===== src/hw/rtl/tlpc_pkg.sv =====
// Shared types and constants for the traffic light controller with pedestrian
// walk requests and red-light camera. No dependencies.
package tlpc_pkg;

  typedef logic [13:0] period_t;
  typedef logic [2:0]  phase_t;
  typedef logic [1:0]  mode_t;
  typedef logic [2:0]  event_t;

  localparam period_t FIXED_PERIOD = 14'd1000;

  localparam int NUM_REGS = 7;
  localparam logic [2:0] REG_ALL_RED_A = 3'd0;
  localparam logic [2:0] REG_GREEN_NS  = 3'd1;
  localparam logic [2:0] REG_YELLOW_NS = 3'd2;
  localparam logic [2:0] REG_ALL_RED_B = 3'd3;
  localparam logic [2:0] REG_GREEN_EW  = 3'd4;
  localparam logic [2:0] REG_YELLOW_EW = 3'd5;
  localparam logic [2:0] REG_GRACE     = 3'd6;

  localparam period_t RST_ALL_RED = 14'd500;
  localparam period_t RST_GREEN   = 14'd6000;
  localparam period_t RST_YELLOW  = 14'd2000;
  localparam period_t RST_GRACE   = 14'd2000;

  localparam phase_t PH_RR_A = 3'd0;
  localparam phase_t PH_GR   = 3'd1;
  localparam phase_t PH_YR   = 3'd2;
  localparam phase_t PH_RR_B = 3'd3;
  localparam phase_t PH_RG   = 3'd4;
  localparam phase_t PH_RY   = 3'd5;

  localparam mode_t MODE_SIMPLE = 2'd0;
  localparam mode_t MODE_PED    = 2'd1;
  localparam mode_t MODE_CONFIG = 2'd2;
  localparam mode_t MODE_CAMERA = 2'd3;

  localparam event_t EV_NONE     = 3'd0;
  localparam event_t EV_SNAPSHOT = 3'd1;
  localparam event_t EV_ARMED    = 3'd2;
  localparam event_t EV_GREEN    = 3'd3;
  localparam event_t EV_LEFT     = 3'd4;

  localparam logic [1:0] VEH_NONE    = 2'd0;
  localparam logic [1:0] VEH_PRESENT = 2'd1;
  localparam logic [1:0] VEH_GREEN   = 2'd2;

  // walk flag bits
  localparam int WF_NS_PRESS = 0;
  localparam int WF_EW_PRESS = 1;
  localparam int WF_NS_QUEUE = 2;
  localparam int WF_EW_QUEUE = 3;
  localparam int WF_NS_SHOWN = 4;
  localparam int WF_EW_SHOWN = 5;

  localparam logic [7:0] WALK_NS_LIGHTS = 8'h61;
  localparam logic [7:0] WALK_EW_LIGHTS = 8'h8C;

  typedef struct packed {
    phase_t phase;
    mode_t  mode;
    logic   commit;
  } phase_info_t;

  typedef struct packed {
    logic [7:0]  lights;
    logic        ped_ns_waiting;
    logic        ped_ew_waiting;
    phase_t      phase;
    mode_t       active_mode;
    event_t      camera_event;
    logic [23:0] vehicle_time_ms;
  } result_t;

  function automatic logic [7:0] phase_lights(input phase_t ph);
    logic [7:0] l;
    case (ph)
      PH_RR_A: l = 8'h24;
      PH_GR:   l = 8'h21;
      PH_YR:   l = 8'h22;
      PH_RR_B: l = 8'h24;
      PH_RG:   l = 8'h0C;
      PH_RY:   l = 8'h14;
      default: l = 8'h24;
    endcase
    return l;
  endfunction

  function automatic period_t at_least_one(input period_t v);
    return (v == '0) ? 14'd1 : v;
  endfunction

endpackage


===== src/hw/rtl/tlpc_ifs.sv =====
// Handshake channel interfaces: tick items, result items, register writes.
// Depends on nothing.
interface tlpc_item_if;
  logic       valid;
  logic       ready;
  logic       ped_ns_press;
  logic       ped_ew_press;
  logic       car_press;
  logic [1:0] mode_switch;
  modport source(output valid, ped_ns_press, ped_ew_press, car_press, mode_switch,
                 input ready);
  modport sink(input valid, ped_ns_press, ped_ew_press, car_press, mode_switch,
               output ready);
endinterface

interface tlpc_result_if;
  logic        valid;
  logic        ready;
  logic [7:0]  lights;
  logic        ped_ns_waiting;
  logic        ped_ew_waiting;
  logic [2:0]  phase;
  logic [1:0]  active_mode;
  logic [2:0]  camera_event;
  logic [23:0] vehicle_time_ms;
  modport source(output valid, lights, ped_ns_waiting, ped_ew_waiting, phase,
                 active_mode, camera_event, vehicle_time_ms, input ready);
  modport sink(input valid, lights, ped_ns_waiting, ped_ew_waiting, phase,
               active_mode, camera_event, vehicle_time_ms, output ready);
endinterface

interface tlpc_cfg_if;
  logic        valid;
  logic        ready;
  logic [2:0]  index;
  logic [13:0] data;
  modport source(output valid, index, data, input ready);
  modport sink(input valid, index, data, output ready);
endinterface


===== src/hw/rtl/tlpc_timing.sv =====
// Phase sequencer: phase countdown, switch edge detect and mode commit.
// Depends on tlpc_pkg.
module tlpc_timing import tlpc_pkg::*; (
  input  logic                  clk,
  input  logic                  rst,
  input  logic                  step,
  input  mode_t                 sw,
  input  logic [5:0][13:0]      periods,
  output phase_info_t           info
);

  phase_t  phase, phase_mid, phase_next;
  mode_t   mode, mode_next;
  mode_t   last_sw;
  logic    pending, pend_mid, pending_next, commit;
  period_t countdown, cnt_mid, countdown_next;

  always_comb begin
    pend_mid = pending | (sw != last_sw);
    if (countdown > 14'd1) begin
      phase_mid = phase;
      cnt_mid   = countdown - 14'd1;
    end else begin
      phase_mid = (phase >= PH_RY) ? PH_RR_A : phase + 3'd1;
      cnt_mid   = (mode < MODE_CONFIG) ? FIXED_PERIOD : at_least_one(periods[phase_mid]);
    end
    commit = pend_mid && (phase_mid == PH_RR_A || phase_mid == PH_RR_B);
    if (commit) begin
      phase_next     = PH_RR_A;
      mode_next      = sw;
      countdown_next = (sw < MODE_CONFIG) ? FIXED_PERIOD : at_least_one(periods[0]);
      pending_next   = 1'b0;
    end else begin
      phase_next     = phase_mid;
      mode_next      = mode;
      countdown_next = cnt_mid;
      pending_next   = pend_mid;
    end
  end

  assign info.phase  = phase_next;
  assign info.mode   = mode_next;
  assign info.commit = commit;

  always_ff @(posedge clk) begin
    if (rst) begin
      phase     <= PH_RR_A;
      mode      <= MODE_SIMPLE;
      last_sw   <= MODE_SIMPLE;
      pending   <= 1'b0;
      countdown <= FIXED_PERIOD;
    end else if (step) begin
      phase     <= phase_next;
      mode      <= mode_next;
      last_sw   <= sw;
      pending   <= pending_next;
      countdown <= countdown_next;
    end
  end

endmodule


===== src/hw/rtl/tlpc_walk.sv =====
// Pedestrian walk request latch and lamp pattern selection.
// Depends on tlpc_pkg.
module tlpc_walk import tlpc_pkg::*; (
  input  logic        clk,
  input  logic        rst,
  input  logic        step,
  input  phase_info_t info,
  input  logic        ns_press,
  input  logic        ew_press,
  output logic [7:0]  lights,
  output logic        ns_waiting,
  output logic        ew_waiting
);

  logic [5:0] flags, flags_next;

  always_comb begin
    flags_next = info.commit ? 6'd0 : flags;
    flags_next[WF_NS_PRESS] = flags_next[WF_NS_PRESS] | ns_press;
    flags_next[WF_EW_PRESS] = flags_next[WF_EW_PRESS] | ew_press;
    lights = phase_lights(info.phase);
    if (info.mode != MODE_SIMPLE) begin
      if (flags_next[WF_NS_QUEUE] && info.phase == PH_GR) begin
        lights = WALK_NS_LIGHTS;
        flags_next[WF_NS_SHOWN] = 1'b1;
      end else if (flags_next[WF_EW_QUEUE] && info.phase == PH_RG) begin
        lights = WALK_EW_LIGHTS;
        flags_next[WF_EW_SHOWN] = 1'b1;
      end
      if (flags_next[WF_NS_SHOWN] && info.phase == PH_YR) begin
        flags_next[WF_NS_PRESS] = 1'b0;
        flags_next[WF_NS_QUEUE] = 1'b0;
        flags_next[WF_NS_SHOWN] = 1'b0;
      end
      if (flags_next[WF_EW_SHOWN] && info.phase == PH_RY) begin
        flags_next[WF_EW_PRESS] = 1'b0;
        flags_next[WF_EW_QUEUE] = 1'b0;
        flags_next[WF_EW_SHOWN] = 1'b0;
      end
      if (flags_next[WF_NS_PRESS] && info.phase != PH_GR) begin
        flags_next[WF_NS_PRESS] = 1'b0;
        flags_next[WF_NS_QUEUE] = 1'b1;
      end
      if (flags_next[WF_EW_PRESS] && info.phase != PH_RG) begin
        flags_next[WF_EW_PRESS] = 1'b0;
        flags_next[WF_EW_QUEUE] = 1'b1;
      end
    end
  end

  assign ns_waiting = flags_next[WF_NS_PRESS] | flags_next[WF_NS_QUEUE];
  assign ew_waiting = flags_next[WF_EW_PRESS] | flags_next[WF_EW_QUEUE];

  always_ff @(posedge clk) begin
    if (rst) begin
      flags <= 6'd0;
    end else if (step) begin
      flags <= flags_next;
    end
  end

endmodule


===== src/hw/rtl/tlpc_camera.sv =====
// Red-light camera: vehicle tracking, snapshot timer and dwell counter.
// Depends on tlpc_pkg.
module tlpc_camera import tlpc_pkg::*; #(
  parameter int ELAPSED_BITS = 24
) (
  input  logic        clk,
  input  logic        rst,
  input  logic        step,
  input  phase_info_t info,
  input  logic        car,
  input  period_t     grace,
  output event_t      cam_event,
  output logic [23:0] report
);

  localparam int RW = (ELAPSED_BITS > 24) ? ELAPSED_BITS : 24;

  logic [1:0]              vstat, vstat_next;
  period_t                 ccount, ccount_next;
  logic [ELAPSED_BITS-1:0] elapsed, elapsed_next;
  logic [RW-1:0]           el_ext;
  logic                    fired, yellow;

  assign yellow = (info.phase == PH_YR) || (info.phase == PH_RY);

  always_comb begin
    vstat_next   = info.commit ? VEH_NONE : vstat;
    ccount_next  = info.commit ? '0 : ccount;
    elapsed_next = info.commit ? '0 : elapsed;
    cam_event    = EV_NONE;
    report       = 24'd0;
    el_ext       = '0;
    fired        = 1'b0;
    if (info.mode == MODE_CAMERA) begin
      if (vstat_next != VEH_NONE && elapsed_next != '1) begin
        elapsed_next = elapsed_next + 1'b1;
      end
      if (ccount_next != '0) begin
        ccount_next = ccount_next - 14'd1;
        fired = (ccount_next == '0) && (vstat_next != VEH_NONE);
      end
      if (car) begin
        if (vstat_next == VEH_NONE) begin
          elapsed_next = '0;
          if (info.phase == PH_RR_A || info.phase == PH_RR_B) begin
            cam_event  = EV_SNAPSHOT;
            vstat_next = VEH_PRESENT;
          end else if (yellow) begin
            cam_event   = EV_ARMED;
            vstat_next  = VEH_PRESENT;
            ccount_next = at_least_one(grace);
          end else begin
            cam_event  = EV_GREEN;
            vstat_next = VEH_GREEN;
          end
        end else begin
          cam_event    = EV_LEFT;
          el_ext       = RW'(elapsed_next);
          report       = (el_ext > RW'(24'hFFFFFF)) ? 24'hFFFFFF : el_ext[23:0];
          vstat_next   = VEH_NONE;
          ccount_next  = '0;
          elapsed_next = '0;
        end
      end else if (vstat_next == VEH_GREEN && yellow) begin
        cam_event   = EV_ARMED;
        vstat_next  = VEH_PRESENT;
        ccount_next = at_least_one(grace);
      end else if (fired) begin
        cam_event = EV_SNAPSHOT;
      end
    end
  end

  always_ff @(posedge clk) begin
    if (rst) begin
      vstat   <= VEH_NONE;
      ccount  <= '0;
      elapsed <= '0;
    end else if (step) begin
      vstat   <= vstat_next;
      ccount  <= ccount_next;
      elapsed <= elapsed_next;
    end
  end

endmodule


===== src/hw/rtl/traffic_light_ped_camera_ctrl.sv =====
// Traffic light controller top: input register, phase/walk/camera logic, result register.
// A tick is held in the input register and its result then in the result register; a result-side stall holds both.
// Throughput: one tick per cycle while the result side is ready; input register and result register decouple the sides.
// Reset (synchronous, rst high): phase 0 all red, mode 0, countdown 1000, walk and camera
// cleared, period registers back to their defaults. Depends on tlpc_pkg, tlpc_ifs.
module traffic_light_ped_camera_ctrl import tlpc_pkg::*; #(
  parameter int ELAPSED_BITS = 24
) (
  input  logic          clk,
  input  logic          rst,
  tlpc_item_if.sink     item,
  tlpc_result_if.source result,
  tlpc_cfg_if.sink      cfg
);

  period_t          regs [NUM_REGS];
  logic [5:0][13:0] periods;

  logic       in_valid;
  logic       in_ns, in_ew, in_car;
  mode_t      in_sw;
  logic       out_valid;
  result_t    res;
  logic       advance, step;

  phase_info_t info;
  logic [7:0]  lights;
  logic        ns_wait, ew_wait;
  event_t      cam_event;
  logic [23:0] report;

  assign advance    = !out_valid || result.ready;
  assign step       = in_valid && advance;
  assign item.ready = !in_valid || advance;
  assign cfg.ready  = 1'b1;

  always_ff @(posedge clk) begin
    if (rst) begin
      regs[REG_ALL_RED_A] <= RST_ALL_RED;
      regs[REG_GREEN_NS]  <= RST_GREEN;
      regs[REG_YELLOW_NS] <= RST_YELLOW;
      regs[REG_ALL_RED_B] <= RST_ALL_RED;
      regs[REG_GREEN_EW]  <= RST_GREEN;
      regs[REG_YELLOW_EW] <= RST_YELLOW;
      regs[REG_GRACE]     <= RST_GRACE;
    end else if (cfg.valid && cfg.index <= REG_GRACE) begin
      regs[cfg.index] <= cfg.data;
    end
  end

  always_comb begin
    for (int i = 0; i < 6; i++) begin
      periods[i] = regs[i];
    end
  end

  // input register
  always_ff @(posedge clk) begin
    if (rst) begin
      in_valid <= 1'b0;
    end else if (item.valid && item.ready) begin
      in_valid <= 1'b1;
    end else if (step) begin
      in_valid <= 1'b0;
    end
  end

  always_ff @(posedge clk) begin
    if (item.valid && item.ready) begin
      in_ns  <= item.ped_ns_press;
      in_ew  <= item.ped_ew_press;
      in_car <= item.car_press;
      in_sw  <= item.mode_switch;
    end
  end

  tlpc_timing u_timing (
    .clk     (clk),
    .rst     (rst),
    .step    (step),
    .sw      (in_sw),
    .periods (periods),
    .info    (info)
  );

  tlpc_walk u_walk (
    .clk        (clk),
    .rst        (rst),
    .step       (step),
    .info       (info),
    .ns_press   (in_ns),
    .ew_press   (in_ew),
    .lights     (lights),
    .ns_waiting (ns_wait),
    .ew_waiting (ew_wait)
  );

  tlpc_camera #(.ELAPSED_BITS(ELAPSED_BITS)) u_camera (
    .clk       (clk),
    .rst       (rst),
    .step      (step),
    .info      (info),
    .car       (in_car),
    .grace     (regs[REG_GRACE]),
    .cam_event (cam_event),
    .report    (report)
  );

  // result register
  always_ff @(posedge clk) begin
    if (rst) begin
      out_valid <= 1'b0;
    end else if (step) begin
      out_valid <= 1'b1;
    end else if (result.ready) begin
      out_valid <= 1'b0;
    end
  end

  always_ff @(posedge clk) begin
    if (step) begin
      res.lights          <= lights;
      res.ped_ns_waiting  <= ns_wait;
      res.ped_ew_waiting  <= ew_wait;
      res.phase           <= info.phase;
      res.active_mode     <= info.mode;
      res.camera_event    <= cam_event;
      res.vehicle_time_ms <= report;
    end
  end

  assign result.valid           = out_valid;
  assign result.lights          = res.lights;
  assign result.ped_ns_waiting  = res.ped_ns_waiting;
  assign result.ped_ew_waiting  = res.ped_ew_waiting;
  assign result.phase           = res.phase;
  assign result.active_mode     = res.active_mode;
  assign result.camera_event    = res.camera_event;
  assign result.vehicle_time_ms = res.vehicle_time_ms;

  a_phase_range: assert property (@(posedge clk) disable iff (rst)
    out_valid |-> res.phase <= PH_RY)
    else $error("phase out of range");

  a_time_only_on_left: assert property (@(posedge clk) disable iff (rst)
    (out_valid && res.camera_event != EV_LEFT) |-> res.vehicle_time_ms == 24'd0)
    else $error("dwell time without vehicle-left event");

  a_walk_needs_ped_mode: assert property (@(posedge clk) disable iff (rst)
    (out_valid && (res.lights == WALK_NS_LIGHTS || res.lights == WALK_EW_LIGHTS))
      |-> res.active_mode != MODE_SIMPLE)
    else $error("walk lamps in simple mode");

  a_held_tick_kept: assert property (@(posedge clk) disable iff (rst)
    (in_valid && !advance) |=> in_valid)
    else $error("pending tick dropped");

endmodule


===== src/flat_wrapper.sv =====
// flat-port wrapper written by rule: the top's interface ports become plain ports
module traffic_light_ped_camera_ctrl_flat import tlpc_pkg::*;
#(
  parameter int ELAPSED_BITS = 24
)
  (clk, rst, item_valid, item_ped_ns_press, item_ped_ew_press, item_car_press, item_mode_switch, item_ready, result_valid, result_lights, result_ped_ns_waiting, result_ped_ew_waiting, result_phase, result_active_mode, result_camera_event, result_vehicle_time_ms, result_ready, cfg_valid, cfg_index, cfg_data, cfg_ready);
  tlpc_item_if item_i ();
  tlpc_result_if result_i ();
  tlpc_cfg_if cfg_i ();
  input  logic clk;
  input  logic rst;
  input wire logic [$bits(item_i.valid)-1:0] item_valid;
  input wire logic [$bits(item_i.ped_ns_press)-1:0] item_ped_ns_press;
  input wire logic [$bits(item_i.ped_ew_press)-1:0] item_ped_ew_press;
  input wire logic [$bits(item_i.car_press)-1:0] item_car_press;
  input wire logic [$bits(item_i.mode_switch)-1:0] item_mode_switch;
  output wire logic [$bits(item_i.ready)-1:0] item_ready;
  output wire logic [$bits(result_i.valid)-1:0] result_valid;
  output wire logic [$bits(result_i.lights)-1:0] result_lights;
  output wire logic [$bits(result_i.ped_ns_waiting)-1:0] result_ped_ns_waiting;
  output wire logic [$bits(result_i.ped_ew_waiting)-1:0] result_ped_ew_waiting;
  output wire logic [$bits(result_i.phase)-1:0] result_phase;
  output wire logic [$bits(result_i.active_mode)-1:0] result_active_mode;
  output wire logic [$bits(result_i.camera_event)-1:0] result_camera_event;
  output wire logic [$bits(result_i.vehicle_time_ms)-1:0] result_vehicle_time_ms;
  input wire logic [$bits(result_i.ready)-1:0] result_ready;
  input wire logic [$bits(cfg_i.valid)-1:0] cfg_valid;
  input wire logic [$bits(cfg_i.index)-1:0] cfg_index;
  input wire logic [$bits(cfg_i.data)-1:0] cfg_data;
  output wire logic [$bits(cfg_i.ready)-1:0] cfg_ready;
  assign item_i.valid = item_valid;
  assign item_i.ped_ns_press = item_ped_ns_press;
  assign item_i.ped_ew_press = item_ped_ew_press;
  assign item_i.car_press = item_car_press;
  assign item_i.mode_switch = item_mode_switch;
  assign item_ready = item_i.ready;
  assign result_valid = result_i.valid;
  assign result_lights = result_i.lights;
  assign result_ped_ns_waiting = result_i.ped_ns_waiting;
  assign result_ped_ew_waiting = result_i.ped_ew_waiting;
  assign result_phase = result_i.phase;
  assign result_active_mode = result_i.active_mode;
  assign result_camera_event = result_i.camera_event;
  assign result_vehicle_time_ms = result_i.vehicle_time_ms;
  assign result_i.ready = result_ready;
  assign cfg_i.valid = cfg_valid;
  assign cfg_i.index = cfg_index;
  assign cfg_i.data = cfg_data;
  assign cfg_ready = cfg_i.ready;
  traffic_light_ped_camera_ctrl #(.ELAPSED_BITS(ELAPSED_BITS)) u_core (.clk(clk), .rst(rst), .item(item_i), .result(result_i), .cfg(cfg_i));
endmodule

===== config.mk =====
export PLATFORM = sky130hd
export DESIGN_NAME = traffic_light_ped_camera_ctrl_flat
export DESIGN_NICKNAME = d
export VERILOG_FILES = /design/src/hw/rtl/tlpc_pkg.sv /design/src/hw/rtl/tlpc_ifs.sv /design/src/hw/rtl/tlpc_timing.sv /design/src/hw/rtl/tlpc_walk.sv /design/src/hw/rtl/tlpc_camera.sv /design/src/hw/rtl/traffic_light_ped_camera_ctrl.sv /design/src/flat_wrapper.sv
export SDC_FILE = /design/constraint.sdc
export NUM_CORES = 1
export LEC_CHECK = 0
export ABC_AREA = 1
export BUFFER_PORTS_ARGS = -buffer_cell sky130_fd_sc_hd__clkbuf_2
export CORE_MARGIN = 3
export CORE_UTILIZATION = 68
export CTS_BUF_LIST = sky130_fd_sc_hd__clkbuf_4
export CTS_CLUSTER_SIZE = 24
export DETAILED_ROUTE_END_ITERATION = 10
export PLACE_DENSITY = 0.93
export REMOVE_ABC_BUFFERS = 1
export SLEW_MARGIN = 15
export SYNTH_ARGS = -nofsm -noshare
export SYNTH_HDL_FRONTEND = slang
export SYNTH_SLANG_ARGS = --single-unit
export TNS_END_PERCENT = 5

===== constraint.sdc =====
create_clock -name clk -period 11.1 [get_ports clk]
set_input_delay 0.555 -clock clk [delete_from_list [all_inputs] [get_ports clk]]
set_output_delay 0.555 -clock clk [all_outputs]
set_load 0.005 [all_outputs]

; ---- Word-level counts from Yosys, hierarchy flattened
; Memory sizes are Yosys's and may differ from the RTL's.
; Cells that the tools add are included.
; Widths: inputs -> output; s select.
[totals]
ff_bits = 117
mem_bits_ro = 0
inputBits = 27
latch_bits = 0
n_memories = 1
output_inout_bits = 45
word_cells = 165
ram_bits = 98
[op_classes]
reduce_logical = 34
bitwise = 7
mul = 0
n_lt_le_gt_ge = 7
n_eq_ne = 12
addsub = 4
n_div = 0
mux = 78
shifts = 0
[memory_table]
columns = name, words, word_bits, read_ports, rd_clocked_by_memory_dff, write_ports, line_no
row1 = u_core.regs, 7, 14, 7, 0, 7, traffic_light_ped_camera_ctrl.sv:16  ; period_t regs [NUM_REGS];
[op_table]
columns = op, count
row1 = $mux 14, 17
row2 = $mux 24, 6
row3 = $logic_not 14->1, 4
row4 = $bmux 14 s3, 1
row5 = $mux 1, 32
row6 = $sub 14x1->14 const B, 2
row7 = $add 24x1->24 const B, 1
row8 = $gt 24x24->1 const B, 1
row9 = $mux 8, 3
row10 = $ne 24x24->1 const B, 1
row11 = $pmux 6 s4, 1
row12 = $mux 2, 10
row13 = $mux 3, 6
row14 = $gt 14x1->1 const B, 1
row15 = $reduce_bool 14->1, 1
row16 = $reduce_or 14->1, 1
row17 = $logic_and 1x1->1, 13
row18 = $mux 6, 2
row19 = $eq 3x2->1 const B, 3
row20 = $reduce_bool 2->1, 4
row21 = $eq 3x3->1 const B, 2
row22 = $logic_not 3->1, 2
row23 = $logic_or 1x1->1, 5
row24 = $or 1x1->1, 5
row25 = other kinds (14), 18

; ---- Depth between registers and ports, before layout
[logic_depth]
ltp_word = 19
depth_mapped = 32
ltp_nobuf = 27

; ---- Modules after synthesis
; A second synthesis with hierarchy kept.
[unflattened]
hier_cells = 1629
area_unflattened_um2 = 12340.6
[modules_own_cells]
columns = module, instances, cells_per_inst, seq_area_each_um2, area_each_um2
row1 = traffic_light_ped_camera_ctrl, 1, 350, 4254.1, 5121.2
row2 = tlpc_camera, 1, 740, 800.8, 4111.4
row3 = tlpc_timing, 1, 457, 440.4, 2660.1
row4 = tlpc_walk, 1, 82, 120.1, 447.9

; ---- Least setup slack after synthesis
; Ideal clock, no wire load.
[synth_timing]
path_kind = register to register
from = reg u_core.u_timing.phase[1]
to = reg, netlist name u_core.result.vehicle_time_ms[22]
path_stages_with_launch = 29
path_slack_ps = 7438
period_less_slack_ps = 3662
setup_ps = 257
t_required_ps = 10843
arrival_ps = 3405
n_path_buf = 5
cell_sequence = dfxtp_1 -> inv_1 -> ha_1 -> nand2_1 -> nand2_1 -> nor2_2 -> nand3_1 -> nand2_1 -> inv_1 -> nand2_4 -> nand2_4 -> nand3_4 -> buf_8 -> buf_12 -> buf_12 -> buf_4 -> nand2_1 -> inv_1 -> ha_1 -> nand2_1 -> nor2_2 -> nand2_1 -> nor2_2 -> nand2_2 -> nand2_4 -> buf_2 -> nand2_1 -> nand2_1 -> nor2_1
[synth_via]
elab_chain_cells = 13
word_cells_on_any_way = 23
classes_between = add/sub (2) / order compare (2) / eq/ne (3) / mux (8) / bitwise (1) / reduce/logical (7)
[synth_lines]
columns = item, line_no
row1 = "start, declared", tlpc_timing.sv:12  ; phase_t phase, phase_mid, phase_next;
row2 = "start signal, assigned", tlpc_timing.sv:53  ; phase <= phase_next;
row3 = $add 3x1->3 / $ge 3x3->1 (equally long branches), tlpc_timing.sv:24  ; phase_mid = (phase >= PH_RY) ? PH_RR_A : phase + 3'd1;
row4 = $mux 3, tlpc_timing.sv:24
row5 = $mux 3 (*), tlpc_timing.sv:20  ; if (countdown > 14'd1) begin
row6 = $eq 3x2->1 / $logic_not 3->1 (equally long branches), tlpc_timing.sv:27  ; commit = pend_mid && (phase_mid == PH_RR_A || phase_mid == PH_RR_B);
row7 = $logic_or 1x1->1 (*), tlpc_timing.sv:27
row8 = $logic_and 1x1->1 (*), tlpc_timing.sv:27
row9 = "parallel branches: the longest is 7 deep, another holds $add 24x1->24", -
; Mark *: on every way between the ends. The select of a mux whose other input is x is not followed.
; A chain may end at the register's enable or synchronous reset.

; ---- Worst setup path after layout
[layout_timing]
from = reg u_core.u_timing.phase[1]
to = reg, netlist name u_core.result.vehicle_time_ms[7]
[layout_via]
elab_chain_cells = 13
word_cells_on_any_way = 23
classes_between = add/sub (2) / order compare (2) / eq/ne (3) / mux (8) / bitwise (1) / reduce/logical (7)
[layout_lines]
columns = item, line_no
row1 = $add 3x1->3 / $ge 3x3->1 (equally long branches), tlpc_timing.sv:24
row2 = $mux 3, tlpc_timing.sv:24
row3 = $mux 3 (*), tlpc_timing.sv:20
row4 = $eq 3x2->1 / $logic_not 3->1 (equally long branches), tlpc_timing.sv:27
row5 = $logic_or 1x1->1 (*), tlpc_timing.sv:27
row6 = $logic_and 1x1->1 (*), tlpc_timing.sv:27
row7 = "parallel branches: the longest is 7 deep, another holds $add 24x1->24", -
; Marked as above.

==> impl_metrics.xml <==
<?xml version="1.0" encoding="UTF-8"?>
<metrics>
  <group name="detailed_routing">
    <metric name="drt.antenna.violating_nets" unit="">0</metric>
    <metric name="dr.first_iter.drc_count" unit="">1575</metric>
    <metric name="routedWlPerCell" unit="µm">17.0</metric>
    <metric name="postRouteWirelength" unit="µm">31400</metric>
    <metric name="residual_drc" unit="">0</metric>
    <metric name="firstDrtPassIters" unit="">6</metric>
    <metric name="route.detailed.vias_per_inst" unit="">6.09</metric>
    <metric name="vias" unit="">11200</metric>
  </group>
  <group name="cts">
    <metric name="cts.clk_slew.worst_paths" unit="ns">0.07</metric>
    <metric name="clock_sink_count" unit="">215</metric>
    <metric name="clock_insertion_delay_at_the_later_pin_of_the_skew_report" unit="ns">0.73</metric>
    <metric name="cts-hold-fix-buffers" unit="">0</metric>
    <metric name="tritoncts_clock_tree" unit="">done</metric>
    <metric name="ctsRootBufferMaster" unit="">sky130_fd_sc_hd__clkbuf_4</metric>
    <metric name="cts-root-to-sink-buffers" unit="">3</metric>
    <metric name="cts-buffers-inserted" unit="">53</metric>
    <metric name="cts_setup_buffers" unit="">0</metric>
    <metric name="h-tree-depth" unit="">2</metric>
    <metric name="cts.repair.resized" unit="">0</metric>
  </group>
  <group name="timing">
    <metric name="fin_tns_setup" unit="ns">0</metric>
    <metric name="clock-skew-final" unit="ns">0.0520</metric>
    <metric name="finalHoldViolations" unit="">0</metric>
    <metric name="relSlewSlack" unit="%">41.5</metric>
    <metric name="setup_slack" unit="ns">6.02</metric>
    <metric name="worstMarginPinSlew" unit="ns">0.878</metric>
    <metric name="final.min_clock_period" unit="ns">5.08</metric>
    <metric name="setup_repair_after_global_routing_missed_its_margin" unit="">false</metric>
    <metric name="finalMaxSlewViolations" unit="">0</metric>
    <metric name="setup_viol_count_final" unit="">0</metric>
    <metric name="maxClockFrequency" unit="MHz">197</metric>
    <metric name="layout_worst_path_cycle_share" unit="%">45.7</metric>
  </group>
  <group name="worst_setup_path">
    <metric name="worstPathArrival" unit="ns">5.47</metric>
    <metric name="worstSetupStartpointType" unit="">register</metric>
    <metric name="worstSetupEndpointType" unit="">register</metric>
    <metric name="critPathKind" unit="">register to register</metric>
    <metric name="maximum_fanout_along_the_worst_path" unit="">60</metric>
    <metric name="cp.required" unit="ns">11.50</metric>
  </group>
  <group name="synth">
    <metric name="ys_dominant_reg_cell" unit="">sky130_fd_sc_hd__edfxtp_1</metric>
    <metric name="synth-seq-area-share" unit="%">47.0</metric>
    <metric name="synth.distinct_cells" unit="">55</metric>
    <metric name="synth-seq-cells" unit="">215</metric>
    <metric name="ys_async_sr_fraction" unit="%">0</metric>
    <metric name="synth_enable_flop_cells" unit="">131</metric>
    <metric name="yosysWarningCount" unit="">0</metric>
    <metric name="netlist_instances" unit="">1520</metric>
    <metric name="syn_area" unit="µm²">11900</metric>
    <metric name="mean_instance_size_in_the_synthesized_netlist" unit="µm²">7.86</metric>
  </group>
  <group name="final_layout">
    <metric name="fillers" unit="">1199</metric>
    <metric name="area.sequential" unit="µm²">5620</metric>
    <metric name="multi_input_area" unit="µm²">5360</metric>
    <metric name="insertedDiodeCount" unit="">0</metric>
    <metric name="post_route_cells_drive_above_1_share" unit="%">15.6</metric>
    <metric name="flow.area_growth_from_synthesis" unit="%">8.29</metric>
    <metric name="fin_nets" unit="">1618</metric>
    <metric name="design_area" unit="µm²">12900</metric>
  </group>
  <group name="power_and_ir_drop">
    <metric name="comb_power_share" unit="%">16.3</metric>
    <metric name="cell_internal_pwr" unit="mW">1.32</metric>
    <metric name="swShare" unit="%">30.8</metric>
    <metric name="power_frac_seq" unit="%">48.5</metric>
    <metric name="power_per_cell_area" unit="nW/µm²">148</metric>
    <metric name="vdd_drop_max" unit="mV">0.145</metric>
    <metric name="power_switching" unit="mW">0.590</metric>
    <metric name="total_power_consumption_of_the_routed_design" unit="mW">1.91</metric>
    <metric name="power_frac_clock" unit="%">35.3</metric>
    <metric name="power.static_leakage" unit="nW">5.41</metric>
  </group>
  <group name="placed_design">
    <metric name="gp_congestion" unit="">0.951</metric>
    <metric name="detailedPlacementHpwl" unit="µm">20800</metric>
    <metric name="place.port_buffers" unit="">70</metric>
    <metric name="detailed_place.area" unit="µm²">12200</metric>
    <metric name="pre_cts_slack" unit="ns">6.13</metric>
  </group>
  <group name="grt">
    <metric name="track_usage" unit="%">31.9</metric>
    <metric name="number_of_global_route_vias_before_repair" unit="">10400</metric>
    <metric name="grt_start_max_net_pins" unit="">114</metric>
    <metric name="antenna_found_initial" unit="">0</metric>
    <metric name="grt_first_pass_wirelength" unit="µm">51200</metric>
    <metric name="globalRouteOverflowTotal" unit="">0</metric>
  </group>
  <group name="flow_run">
    <metric name="drv_cap" unit="">0</metric>
  </group>
  <group name="worst_hold_path">
    <metric name="holdCritPathClass" unit="">input pin to register</metric>
  </group>
  <group name="run_status">
    <metric name="outcome" unit="">completed</metric>
  </group>
  <group name="floorplanning">
    <metric name="die_w" unit="µm">139</metric>
    <metric name="die-area" unit="µm²">19200</metric>
    <metric name="starting_density_of_the_core" unit="%">70.8</metric>
    <metric name="core.rowCount" unit="">47</metric>
    <metric name="floorplan.io_pins" unit="">72</metric>
    <metric name="fp.dieH" unit="µm">139</metric>
    <metric name="design.core.area" unit="µm²">16900</metric>
  </group>
</metrics>
[logic make-up after synthesis]
logic type,after synthesis,share of synthesized area (%)
buf+inv,221,8.11
xor+xnor,25,1.83
other cells,1,0.0314
simple gates,754,27.8
fa+ha+maj,7,0.733
flops,215,47.0
compound gates,297,14.5
[worst paths after layout]
path / from / endpoint / slack [ns] / cells after the start
worst min-delay path: item_mode_switch[1] / u_core.in_sw[1] / 0.03 / 1
worst min register to register: u_core.u_walk.flags[5] / u_core.u_walk.flags[5] / 0.47 / 2
worst max-delay path: u_core.u_timing.phase[1] / u_core.result.vehicle_time_ms[7] / 6.02 / 21
worst max register to register: u_core.u_timing.phase[1] / u_core.result.vehicle_time_ms[7] / 6.02 / 21
[metal layers]
metal	vias up	part of all wire, %	wire length, µm	track usage [%]
met5	-	0	0	0
met4	0	3.0	929	11.3
met3	96	12	3700	5.87
met2	791	46	14300	49.9
met1	5100	40	12400	45.0
li1	5262	-	-	-
[registers in the layout (all words and copies together), names as in the netlist, 6 cells and up]
signal,count
u_core.regs,98
u_core.result.vehicle_time_ms,24
u_core.u_camera.elapsed,24
u_core.u_camera.ccount,14
u_core.u_timing.countdown,14
u_core.result.lights,8
u_core.u_walk.flags,6
[worst max-delay path, stage by stage (launching register included)]
cell and delay, ns:
sky130_fd_sc_hd__dfxtp_1 0.42, sky130_fd_sc_hd__inv_1 0.07, sky130_fd_sc_hd__ha_1 0.20, sky130_fd_sc_hd__nand2_1 0.09
sky130_fd_sc_hd__nand2_1 0.10, sky130_fd_sc_hd__nor2_2 0.50, sky130_fd_sc_hd__nand3_1 0.14, sky130_fd_sc_hd__nand2_1 0.18
sky130_fd_sc_hd__inv_1 0.11, sky130_fd_sc_hd__nand2_4 0.08, sky130_fd_sc_hd__nand2_4 0.06, sky130_fd_sc_hd__nand3_4 0.50
sky130_fd_sc_hd__buf_4 0.59, sky130_fd_sc_hd__nand2_1 0.23, sky130_fd_sc_hd__nor2_2 0.25, sky130_fd_sc_hd__nand2_1 0.15
sky130_fd_sc_hd__nor2_2 0.16, sky130_fd_sc_hd__nand2_2 0.10, sky130_fd_sc_hd__nand2_4 0.24, sky130_fd_sc_hd__inv_2 0.32
sky130_fd_sc_hd__nand2_1 0.17, sky130_fd_sc_hd__a21oi_1 0.08
[placed cells by master, fill, tap and decap left out, drive strengths merged, types with 2 or more instances in the layout]
cell type  netlist  routed
o211ai          35      35
nor4             8       8
nand3b           3       3
o31ai            4       4
clkinv           8      22
edfxtp         131     131
dfxtp           84      84
o21bai           2       2
xnor2            5       5
nand3          102     102
o41ai            4       4
nand2          405     405
inv            144     145
o21ai          101     101
a31oi            9       9
nor2           208     208
nand4           13      13
o311ai           2       2
a21oi          113     113
or2              9       9
nor3             6       6
clkbuf          38     152
xor2            20      20
o22ai           19      19
ha               7       7
buf             31       8
[Yosys cell counts (all sizes together) (2+ instances only)]
master	count	area, µm²
a21oi	113	566
a31oi	9	56.3
buf	31	255
clkbuf	38	143
clkinv	8	30.0
dfxtp	84	1680
edfxtp	131	3930
ha	7	87.6
inv	144	541
nand2	405	1660
nand3	102	561
nand3b	3	22.5
nand4	13	87.6
nor2	208	836
nor3	6	41.3
nor4	8	50.1
o211ai	35	263
o21ai	101	532
o21bai	2	15.0
o22ai	19	119
o311ai	2	17.5
o31ai	4	43.8
o41ai	4	50.1
or2	9	56.3
xnor2	5	43.8
xor2	20	175
[stage by stage]
step	std cells	hold WS [ns]	util (%)
5_1_grt	1847	0.00941	76.6
3_3_place_gp	1749	0.453	72.5
4_1_cts	1847	0.00787	76.6
6_report	1847	0.0347	76.6
3_5_place_dp	1749	0.457	72.5
2_1_floorplan	1451	0.439	-
[power by group through the flow]
stage          Sequential (mW)  Clock [mW]  Combinational (mW)
2_1_floorplan            0.933           0               0.213
3_3_place_gp             0.941           0               0.293
3_5_place_dp             0.943           0               0.302
4_1_cts                  0.926       0.678               0.305
5_1_grt                  0.931       0.721               0.343
6_report                 0.927       0.674               0.311
[final cells by class]
type                    instances  share of cell area [%]
flip-flops and latches        215                    43.4
multi-input cells            1084                    41.5
clock buffers                  82                    4.76
inverters                     152                    4.42
repair buffers                 78                    3.20
well taps                     220                    2.13
clock inverters                16                   0.590
No activity file was read; power rests on OpenSTA's default activity.
